--- src/indexed_ordered_list_macros.svh ---
// Assertion macros for the indexed ordered list.
// Each macro expects a clock named clk and an active-low reset named arst_n in scope.
`ifndef INDEXED_ORDERED_LIST_MACROS_SVH
`define INDEXED_ORDERED_LIST_MACROS_SVH

// The consequent must hold in the same cycle as the antecedent.
`define IOL_ASSERT_IMPLY(lbl, ante, cons, msg) \
	lbl: assert property (@(posedge clk) disable iff (!arst_n) (ante) |-> (cons)) \
		else $error(msg);

// The consequent must hold in the cycle after the antecedent.
`define IOL_ASSERT_NEXT(lbl, ante, cons, msg) \
	lbl: assert property (@(posedge clk) disable iff (!arst_n) (ante) |=> (cons)) \
		else $error(msg);

`endif

--- src/iol_pkg.sv ---
// ----------------------------------------------------------------------------
// iol_pkg
// Shared widths, command and status codes, and the cell command bundle.
// ----------------------------------------------------------------------------
package iol_pkg;

	localparam int CAPACITY_DEF = 16;

	localparam int OP_W     = 3;
	localparam int INDEX_W  = 6;
	localparam int VALUE_W  = 64;
	localparam int STATUS_W = 2;
	localparam int POS_W    = 4;
	localparam int COUNT_W  = 5;

	typedef enum logic [OP_W-1:0] {
		OP_INSERT = 3'd0,
		OP_REMOVE = 3'd1,
		OP_FIND   = 3'd2,
		OP_READ   = 3'd3,
		OP_CLEAR  = 3'd4
	} op_t;

	typedef enum logic [STATUS_W-1:0] {
		STS_OK        = 2'd0,
		STS_BAD_INDEX = 2'd1,
		STS_NOT_FOUND = 2'd2,
		STS_FULL      = 2'd3
	} status_t;

	// What every cell does in the coming cycle; all zero means hold.
	typedef struct packed {
		logic ins;  // open a gap at the index and load the new word there
		logic rem;  // close the gap at the index
		logic rot;  // rotate the whole ring by one place toward cell zero
	} cell_cmd_t;

endpackage

--- src/indexed_ordered_list.sv ---
// ----------------------------------------------------------------------------
// indexed_ordered_list
// Bounded ordered list of 64-bit words held in a ring of shifting cells.
// ----------------------------------------------------------------------------
// A request is taken on a rising edge where start is high and busy is low, and
// every request gives exactly one result, shown for a single cycle with done
// high. The receiver cannot stall, so capture the result ports whenever done
// is high. Insert, remove, clear, unused op codes and every request that fails
// its index check need no scan: done rises in the cycle after the request,
// busy stays low, and a new request may follow on every cycle. A find, and a
// read at a valid index, rotate the ring of CAPACITY cells once past the
// comparator on cell zero: busy is high while the ring rotates and done comes
// in the cycle after the last step, with the next request taken in the cycle
// done is high. Count reports the number of entries after the request,
// truncated to five bits, and position the low four bits of the found
// position.
// ----------------------------------------------------------------------------
`include "indexed_ordered_list_macros.svh"

module indexed_ordered_list
	import iol_pkg::*;
#(
	parameter int CAPACITY = CAPACITY_DEF
) (
	input  logic                clk,
	input  logic                arst_n,
	input  logic                start,
	output logic                busy,
	input  logic [OP_W-1:0]     op,
	input  logic [INDEX_W-1:0]  index,
	input  logic [VALUE_W-1:0]  value,
	output logic                done,
	output logic [STATUS_W-1:0] status,
	output logic [POS_W-1:0]    position,
	output logic [VALUE_W-1:0]  data,
	output logic [COUNT_W-1:0]  count
);

	// Count needs to reach CAPACITY itself; comparisons run at a width that
	// covers both the count and any nonnegative index.
	localparam int CW = $clog2(CAPACITY + 1);
	localparam int SW = $clog2(CAPACITY);
	localparam int KW = (CW > INDEX_W - 1) ? CW : INDEX_W - 1;

	localparam logic [CW-1:0] CNT_FULL  = CW'(CAPACITY);
	localparam logic [SW-1:0] STEP_LAST = SW'(CAPACITY - 1);

	typedef enum logic [1:0] {
		ST_IDLE = 2'b01,
		ST_SCAN = 2'b10
	} state_t;

	state_t state_q, state_d;
	logic [CW-1:0] cnt_q, cnt_d;
	logic [SW-1:0] step_q, step_d;
	logic          done_q, done_d;

	// Scan context, captured with the request.
	logic               is_find_q;
	logic [KW-1:0]      idx_q;
	logic [VALUE_W-1:0] value_q;
	logic               hit_q, hit_d;
	logic [SW-1:0]      hpos_q, hpos_d;
	logic [VALUE_W-1:0] rdata_q, rdata_d;

	// Result registers.
	logic [STATUS_W-1:0] status_q, status_d;
	logic [POS_W-1:0]    position_q, position_d;
	logic [VALUE_W-1:0]  data_q, data_d;

	logic                accept;
	logic                neg;
	logic [KW-1:0]       idx_k;
	logic [KW-1:0]       cnt_k;
	logic                go_scan;
	cell_cmd_t           cmd;
	logic [VALUE_W-1:0]  cell_q [CAPACITY];

	logic                scan_last;
	logic                in_range;
	logic                match;
	logic                rd_hit;

	assign accept = start && (state_q == ST_IDLE);
	assign neg    = index[INDEX_W-1];
	assign idx_k  = KW'(index[INDEX_W-2:0]);
	assign cnt_k  = KW'(cnt_q);

	// Cell zero holds the entry at position step_q while the ring rotates.
	assign scan_last = (state_q == ST_SCAN) && (step_q == STEP_LAST);
	assign in_range  = KW'(step_q) < cnt_k;
	assign match     = is_find_q && !hit_q && in_range && (cell_q[0] == value_q);
	assign rd_hit    = !is_find_q && (KW'(step_q) == idx_q);

	always_comb begin
		state_d    = state_q;
		cnt_d      = cnt_q;
		step_d     = step_q;
		done_d     = 1'b0;
		go_scan    = 1'b0;
		cmd        = '0;
		hit_d      = hit_q;
		hpos_d     = hpos_q;
		rdata_d    = rdata_q;
		status_d   = status_q;
		position_d = position_q;
		data_d     = data_q;

		unique case (state_q)
			ST_IDLE: begin
				if (accept) begin
					done_d     = 1'b1;
					status_d   = STS_OK;
					position_d = '0;
					data_d     = '0;
					unique case (op)
						OP_INSERT: begin
							if (neg || (idx_k > cnt_k)) begin
								status_d = STS_BAD_INDEX;
							end else if (cnt_q == CNT_FULL) begin
								status_d = STS_FULL;
							end else begin
								cmd.ins = 1'b1;
								cnt_d   = cnt_q + CW'(1);
							end
						end
						OP_REMOVE: begin
							if (neg || (idx_k >= cnt_k)) begin
								status_d = STS_BAD_INDEX;
							end else begin
								cmd.rem = 1'b1;
								cnt_d   = cnt_q - CW'(1);
							end
						end
						OP_FIND: begin
							go_scan = 1'b1;
						end
						OP_READ: begin
							if (neg || (idx_k >= cnt_k)) begin
								status_d = STS_BAD_INDEX;
							end else begin
								go_scan = 1'b1;
							end
						end
						OP_CLEAR: begin
							cnt_d = '0;
						end
						default: begin
						end
					endcase
					if (go_scan) begin
						done_d  = 1'b0;
						state_d = ST_SCAN;
						step_d  = '0;
						hit_d   = 1'b0;
						hpos_d  = '0;
						rdata_d = '0;
					end
				end
			end
			ST_SCAN: begin
				cmd.rot = 1'b1;
				if (match) begin
					hit_d  = 1'b1;
					hpos_d = step_q;
				end
				if (rd_hit) begin
					rdata_d = cell_q[0];
				end
				if (scan_last) begin
					state_d  = ST_IDLE;
					done_d   = 1'b1;
					status_d = STS_OK;
					position_d = '0;
					data_d     = '0;
					if (is_find_q) begin
						if (hit_q) begin
							position_d = POS_W'(hpos_q);
						end else if (match) begin
							position_d = POS_W'(step_q);
						end else begin
							status_d = STS_NOT_FOUND;
						end
					end else begin
						data_d = rd_hit ? cell_q[0] : rdata_q;
					end
				end else begin
					step_d = step_q + SW'(1);
				end
			end
			default: begin
				state_d = ST_IDLE;
			end
		endcase
	end

	always_ff @(posedge clk or negedge arst_n) begin
		if (!arst_n) begin
			state_q <= ST_IDLE;
			cnt_q   <= '0;
			step_q  <= '0;
			done_q  <= 1'b0;
		end else begin
			state_q <= state_d;
			cnt_q   <= cnt_d;
			step_q  <= step_d;
			done_q  <= done_d;
		end
	end

	always_ff @(posedge clk) begin
		if (accept) begin
			is_find_q <= (op == OP_FIND);
			idx_q     <= idx_k;
			value_q   <= value;
		end
		hit_q      <= hit_d;
		hpos_q     <= hpos_d;
		rdata_q    <= rdata_d;
		status_q   <= status_d;
		position_q <= position_d;
		data_q     <= data_d;
	end

	// The ring: each cell sees both neighbors, with wrap-around so that a full
	// rotation brings every entry back to its own cell.
	for (genvar i = 0; i < CAPACITY; i++) begin : g_cell
		iol_cell #(
			.KW  (KW),
			.POS (i)
		) u_cell (
			.clk   (clk),
			.cmd   (cmd),
			.idx   (idx_k),
			.value (value),
			.lower (cell_q[(i + CAPACITY - 1) % CAPACITY]),
			.upper (cell_q[(i + 1) % CAPACITY]),
			.q     (cell_q[i])
		);
	end

	assign busy     = (state_q == ST_SCAN);
	assign done     = done_q;
	assign status   = status_q;
	assign position = position_q;
	assign data     = data_q;
	assign count    = COUNT_W'(cnt_q);

	// No result may appear while the ring is still rotating.
	`IOL_ASSERT_IMPLY(a_no_done_in_scan, state_q == ST_SCAN, !done_q, "result during scan")
	// The list never holds more entries than it has cells.
	`IOL_ASSERT_IMPLY(a_count_bound, 1'b1, cnt_q <= CNT_FULL, "count above capacity")
	// A request that needs no scan answers in the next cycle.
	`IOL_ASSERT_NEXT(a_quick_result, accept && !go_scan, done_q, "missing quick result")
	// Every result comes from a request or from the end of a scan.
	`IOL_ASSERT_IMPLY(a_result_source, done_q, $past(accept) || $past(scan_last), "stray result")

endmodule

--- src/iol_cell.sv ---
// ----------------------------------------------------------------------------
// iol_cell
// One list slot: holds one word and takes its next value from itself, from
// its lower or upper neighbor, or from the broadcast word.
// ----------------------------------------------------------------------------
module iol_cell
	import iol_pkg::*;
#(
	parameter int KW  = 5,
	parameter int POS = 0
) (
	input  logic               clk,
	input  cell_cmd_t          cmd,
	input  logic [KW-1:0]      idx,
	input  logic [VALUE_W-1:0] value,
	input  logic [VALUE_W-1:0] lower,
	input  logic [VALUE_W-1:0] upper,
	output logic [VALUE_W-1:0] q
);

	localparam logic [KW-1:0] MY_POS = KW'(POS);

	logic [VALUE_W-1:0] entry_q;
	logic [VALUE_W-1:0] entry_d;

	always_comb begin
		entry_d = entry_q;
		priority if (cmd.rot) begin
			entry_d = upper;
		end else if (cmd.ins) begin
			if (MY_POS == idx) begin
				entry_d = value;
			end else if (MY_POS > idx) begin
				entry_d = lower;
			end
		end else if (cmd.rem) begin
			if (MY_POS >= idx) begin
				entry_d = upper;
			end
		end else begin
			// No command: the cell keeps its word.
			entry_d = entry_q;
		end
	end

	always_ff @(posedge clk) begin
		entry_q <= entry_d;
	end

	assign q = entry_q;

endmodule
--- config.mk ---
export PLATFORM = sky130hd
export DESIGN_NAME = indexed_ordered_list
export DESIGN_NICKNAME = d
export VERILOG_FILES = /design/src/iol_pkg.sv /design/src/indexed_ordered_list.sv /design/src/iol_cell.sv
export VERILOG_INCLUDE_DIRS = /design/src /design/src/src
export SDC_FILE = /design/constraint.sdc
export NUM_CORES = 2
export LEC_CHECK = 0
export ABC_AREA = 1
export BUFFER_PORTS_ARGS = -buffer_cell sky130_fd_sc_hd__buf_2
export CAP_MARGIN = 20
export CELL_PAD_IN_SITES_DETAIL_PLACEMENT = 1
export CELL_PAD_IN_SITES_GLOBAL_PLACEMENT = 1
export CORE_ASPECT_RATIO = 0.9
export CORE_UTILIZATION = 30
export CTS_BUF_LIST = sky130_fd_sc_hd__clkbuf_16
export DETAILED_ROUTE_END_ITERATION = 16
export PLACE_DENSITY_LB_ADDON = 0.1
export SLEW_MARGIN = 20
export SYNTH_ARGS = -nofsm -noshare
export SYNTH_HDL_FRONTEND = slang
export SYNTH_SLANG_ARGS = --single-unit
export TNS_END_PERCENT = 100
--- constraint.sdc ---
create_clock -name clk -period 18.7 [get_ports clk]
set_input_delay 3.74 -clock clk [delete_from_list [all_inputs] [get_ports clk]]
set_output_delay 3.74 -clock clk [all_outputs]
set_load 0.03 [all_outputs]
[After elaboration in Yosys (flattened, before gate mapping)]
Index checks and enable logic that the tools add are counted.
Word-level totals
  register bits: 1245
  output and inout bits: 77
  logic and storage cells: 323
Operators by class
  add/sub/neg operators: 3
  $lt $le $gt $ge: 35
  equality and inequality tests: 49
  mux-type cells: 153
  reduce and logical (&&, ||, !) cells: 54
Operators with widths (number)
  two-way mux 64 bit: 102
  one-hot mux 64 bit (2 select lines): 2
  equality test 64 bit: 1
  inequality test 4 x 2 -> 1 bit (second input constant): 16
  AND reduction 3 bit: 19
  nonzero test 3 bit: 18
  equality test 4 x 5 -> 1 bit (first input constant): 8
  >= comparator 4 x 5 -> 1 bit (first input constant): 8
  > comparator 4 x 5 -> 1 bit (first input constant): 8
  two-way mux 4 bit: 9
  two-way mux 2 bit: 12
  one-hot mux 4 bit (2 select lines): 3
  equality test 3 x 5 -> 1 bit (first input constant): 4
  >= comparator 3 x 5 -> 1 bit (first input constant): 4
  > comparator 3 x 5 -> 1 bit (first input constant): 4
  two-way mux 1 bit: 15
  two-way mux 5 bit: 3
  one-hot mux 5 bit (3 select lines): 1
  one-hot mux 2 bit (2 select lines): 3
  equality test 2 x 5 -> 1 bit (first input constant): 2
  >= comparator 1 x 5 -> 1 bit (first input constant): 2
  >= comparator 2 x 5 -> 1 bit (first input constant): 2
  > comparator 1 x 5 -> 1 bit (first input constant): 2
  > comparator 2 x 5 -> 1 bit (first input constant): 2
  other kinds (27): 44

[Depth between registers and ports, before layout]
  word-level depth: 9
  gate-level depth with buffers: 15
  depth with buffers taken out: 12

[Modules after synthesis]
Synthesis repeated with hierarchy kept, for this count alone.
Second synthesis, totals
  cells, all modules: 9946
  area total of the unflattened synthesis: 77250.3 um^2
Modules (own cells, without submodules)
  indexed_ordered_list: times used 1, cells an instance 978, area each 10049.6 um^2, sequential area each 6577.6 um^2
  iol_cell (g_cell[2].u_cell): times used 1, cells an instance 564, area each 4415.5 um^2, sequential area each 1921.8 um^2
  iol_cell (g_cell[5].u_cell): times used 1, cells an instance 563, area each 4396.7 um^2, sequential area each 1921.8 um^2
  iol_cell (g_cell[3].u_cell): times used 1, cells an instance 562, area each 4376.7 um^2, sequential area each 1921.8 um^2
  iol_cell (g_cell[7].u_cell): times used 1, cells an instance 555, area each 4261.6 um^2, sequential area each 1921.8 um^2
  iol_cell (g_cell[4].u_cell): times used 1, cells an instance 562, area each 4252.8 um^2, sequential area each 1921.8 um^2
  iol_cell (g_cell[1].u_cell): times used 1, cells an instance 561, area each 4240.3 um^2, sequential area each 1921.8 um^2
  iol_cell (g_cell[6].u_cell): times used 1, cells an instance 562, area each 4215.3 um^2, sequential area each 1921.8 um^2
  iol_cell (g_cell[9].u_cell): times used 1, cells an instance 562, area each 4214.0 um^2, sequential area each 1921.8 um^2
  iol_cell (g_cell[15].u_cell): times used 1, cells an instance 555, area each 4212.8 um^2, sequential area each 1921.8 um^2
  iol_cell (g_cell[8].u_cell): times used 1, cells an instance 566, area each 4169.0 um^2, sequential area each 1921.8 um^2
  iol_cell (g_cell[10].u_cell): times used 1, cells an instance 569, area each 4157.7 um^2, sequential area each 1921.8 um^2
  iol_cell (g_cell[0].u_cell): times used 1, cells an instance 562, area each 4147.7 um^2, sequential area each 1921.8 um^2
  iol_cell (g_cell[14].u_cell): times used 1, cells an instance 557, area each 4106.4 um^2, sequential area each 1921.8 um^2
  +3 rows

[Worst setup path after synthesis]
OpenSTA, ideal clock, no wires.
  path kind: input-to-reg
  from: in start
  to: reg g_cell[5].u_cell.entry_q[0] (enable)
  library setup time: 0.583 ns
  arrival: 10.294 ns
  data required time: 18.117 ns
  slack: 7.823 ns
  stages: 5
  path buffers: 0
  cell sequence: nand2_1 inv_1 nand2_1 nand3b_4 a21boi_0
Between the ends
  cells in the longest elaborated chain, start to end: 5
RTL lines
  from (decl): line indexed_ordered_list.sv:27  | input logic start,
  logical AND 1 bit (*): line indexed_ordered_list.sv:84  | assign accept = start && (state_q == ST_IDLE);
  net accept: line indexed_ordered_list.sv:71  | logic accept;
  two-way mux 2 bit (*): line indexed_ordered_list.sv:111  | if (accept) begin
  two-way mux 2 bit (*): line indexed_ordered_list.sv:109  | unique case (state_q)
  inequality test 4 x 2 -> 1 bit (no line) / nonzero test 3 bit (equally long branches)
  AND reduction 3 bit (no line) (*)
  to (signal assigned): line iol_cell.sv:47  | entry_q <= entry_d;
  to (decl): line iol_cell.sv:23  | logic [VALUE_W-1:0] entry_q;
The timed path passes the listed nets; every way through them passes the cells marked *.
A chain may end at the register's enable or synchronous reset.

[Worst setup path after layout]
  from: in index[0]
  to: reg g_cell[5].u_cell.entry_q[47], data pin
Between the ends
  cells in the longest elaborated chain, start to end: 8
RTL lines
  from (decl): line indexed_ordered_list.sv:30  | input logic [INDEX_W-1:0] index,
  > comparator 5 bit: line indexed_ordered_list.sv:118  | if (neg || (idx_k > cnt_k)) begin
  logical OR 1 bit: line indexed_ordered_list.sv:118
  two-way mux 1 bit: line indexed_ordered_list.sv:118
  two-way mux 1 bit: line indexed_ordered_list.sv:116  | unique case (op)
  two-way mux 2 bit: line indexed_ordered_list.sv:111
  two-way mux 2 bit: line indexed_ordered_list.sv:109
  two-way mux 64 bit (*): line iol_cell.sv:30  | end else if (cmd.ins) begin
  two-way mux 64 bit (*): line iol_cell.sv:28  | priority if (cmd.rot) begin
  net g_cell[5].u_cell.entry_d[47]: line iol_cell.sv:24  | logic [VALUE_W-1:0] entry_d;
Marks and branches as above.

==> metrics.cfg <==
[pwr]
power.leakage_nw = 31.09
p_per_area_mw_per_mm2 = 116.9
vdd_drop_max_mv = 0.1124
power_mw = 8.387

[clocking]
clk_pin_slew_worst_paths_ns = 0.05
root_buffer = clkbuf_16
cts_hold_buf = 0
htree_levels = 4
worstSkewPairLatency_ns = 0.79
tritoncts = built
numCtsBuffers = 159
cts_setup_buffers = 0
clockBufferDepth = 3
cts-resized-gates = 0
clock_sinks = 1245

[sta]
final.setup_skew_ns = 0.02593
fin_crit_sh = 0.4608
setup_tns_ns = 0
hold_viol = 0
max_slew_margin = 0.1448
setup_slack_ns = 10.08
min_period_ns = 8.616
max_slew.worst_pin.slew_ns = 1.283
rsz0062_at_grt = false
finalMaxSlewViolations = 0
setup_viol = 0
max_freq_mhz = 116.1

[setup_path]
critPathCaptureType = register
crit_arrival_ns = 9.27
critPathMaxFanout = 198
start_kind = input port
cp.required_ns = 19.36
worstSetupPathType = input port to register

[yosys]
synth_top_area_frac = 0.5770
ys_seq_area_frac = 0.5817
syn_inst = 7791
synth_area_per_cell_um2 = 8.236
yosys.area.top_type = edfxtp_1
yosys_warnings = 0
yosysUniqueCellTypes = 36
synthTopCellsByArea = edfxtp_1 58%, nand2_1 24%, o21ai_0 6.8%
netlist_area_mm2 = 0.06417
synth_nets = 7882
ys_ff_latch = 1245

[final_layout]
syn2layout_area_growth_pct = 11.78
drive_above_1_share = 0.06278
multi_input_area_mm2 = 0.02383
nets = 7738
stdcell_count = 10600
num-fill-cells = 25030
seqCellArea_mm2 = 0.03733

[route]
ant_nets = 0
vias = 51970
via_per_inst = 4.902
drt_wl_total_mm = 235.4
first_pass_iters = 5
routedWlPerCell_um = 22.20
drt_iter0_markers = 4602
drc = 0

[floorplanning]
fp.dieH_um = 440.8
num_rows = 160
start_util = 0.3030
core_area_mm2 = 0.2118
dieWidth_um = 489.5
die-area_mm2 = 0.2157
io_pins = 153

[placed_design]
dp.cells = 10320
dp_slack_ns = 9.303
gp_congestion = 0.7817
dp_hpwl_mm = 135.1
io_buffers = 152

[grt]
globalRouteOverflowTotal = 0
grt_max_degree = 199
grt_pass1_vias = 51670
grt_pass1_wl_mm = 350.1
antenna_found_initial = 30
grt_use_total = 0.2172

[flow_run]
maxCapViolCount = 0

[outcome]
outcome = complete, no violations

[worst_hold_path]
min_path_type = register to register

==> per-layer routing <==
| layer | global-route usage | share of wire | vias to the layer above |
|---|---|---|---|
| li1 | - | - | 24980 |
| met1 | 0.3308 | 0.51 | 25610 |
| met2 | 0.3254 | 0.42 | 1151 |
| met3 | 0.03084 | 0.053 | 226 |
| met4 | 0.03994 | 0.015 | 6 |
| met5 | 0 | 0.00012 | - |
==> cell families after synthesis <==
group           count (synthesis)  synth area share
compound gates               1124           0.08823
buf+inv                       764           0.05097
fa+ha+maj                      15          0.003042
simple gates                 4608            0.2713
flops                        1245            0.5817
xor+xnor                       35          0.004777
==> through the flow <==
step | utilization | hold WS, ns | instance area [um^2]
CTS | 0.3384 | 0.4837 | 71670
global route | 0.3385 | 0.4921 | 71700
finish | 0.3386 | 0.4775 | 71720
detailed placement | 0.3165 | 0.4767 | 67030
floorplan | - | 0.4516 | 64170
global placement | 0.3164 | 0.4671 | 67010
==> layout make-up <==
| type | instances | share of cell area |
|---|---|---|
| Inverter | 216 | 0.01153 |
| Sequential cell | 1245 | 0.5204 |
| Clock buffer | 166 | 0.05792 |
| Clock inverter | 105 | 0.006751 |
| Tap cell | 2835 | 0.04946 |
| Timing Repair Buffer | 243 | 0.02133 |
| Antenna cell | 11 | 0.0003838 |
| Multi-Input combinational cell | 5782 | 0.3322 |
==> final timing paths <==
path                            startpoint                     end  slack [ns]  cells past startpoint
worst max-delay path              index[0]  g_cell[5].u_cell.q[47]       10.08                     13
worst min-delay path            state_q[0]              state_q[0]        0.48                      2
worst max register to register    count[4]  g_cell[5].u_cell.q[47]       12.75                     14
worst min register to register  state_q[0]              state_q[0]        0.48                      2
max in group asynchronous           arst_n              state_q[0]       15.56                      1
min in group asynchronous           arst_n               step_q[1]        2.85                      1
==> cells in the final DEF (no fill, tap or decap), types with 3 or more instances in the layout <==
| cell type | instances |
|---|---|
| a21oi_1 | 229 |
| a21oi_4 | 7 |
| a22oi_2 | 8 |
| buf_12 | 5 |
| buf_2 | 152 |
| buf_4 | 84 |
| clkbuf_16 | 166 |
| clkinv_1 | 34 |
| clkinv_2 | 22 |
| dfrtp_1 | 11 |
| diode_2 | 11 |
| edfxtp_1 | 1233 |
| ha_1 | 14 |
| inv_1 | 246 |
| inv_2 | 6 |
| inv_4 | 6 |
| inv_6 | 4 |
| nand2_1 | 4111 |
| nand2_4 | 5 |
| nand3_1 | 20 |
| nand3_4 | 3 |
| nand4_1 | 13 |
| nor2_1 | 437 |
| nor2_4 | 5 |
| nor3_1 | 4 |
| o21ai_0 | 874 |
| xnor2_1 | 21 |
| xor2_1 | 14 |
==> critical path, cell delays in order <==
cell,delay [ns]
buf_2,0.27
inv_1,0.24
ha_1,0.38
nand2_1,0.09
a21oi_2,0.26
nand3b_4,0.42
nor2_4,0.24
buf_12,0.71
buf_4,0.89
buf_4,0.74
buf_4,0.79
nand2_1,0.15
nand2_1,0.11
==> flip-flops by register name, indices dropped and copies added (netlist names) <==
name             cells
g_cell.u_cell.q   1024
data                64
is_find_q            1
value_q             64
hit_q                1
done                 1
step_q               4
count                5
rdata_q             64
position             4
idx_q                5
status               2
state_q              2
hpos_q               4
==> where the power goes <==
part / switching, mW / internal, mW / total (mW)
Sequential: 0.221 / 3.73 / 3.96
Clock: 1.24 / 1.60 / 2.84
Combinational: 1.21 / 0.386 / 1.60
==> cells in the mapped netlist, drive strengths merged <==
cell type and count:
a22oi 8, dfrtp 11, o211ai 1, or2 2
and2 1, nand4 13, a21oi 237, fa 1
a41oi 1, o21ai 874, nor2 443, inv 216
nor4 1, edfxtp 1233, nor3 5, xor2 14
nand3b 1, buf 241, dfstp 1, nor3b 1
ha 14, a31oi 1, clkbuf 307, nand2 4118
nand3 23, a21boi 2, xnor2 21
No activity file was read; power rests on OpenSTA's default activity.
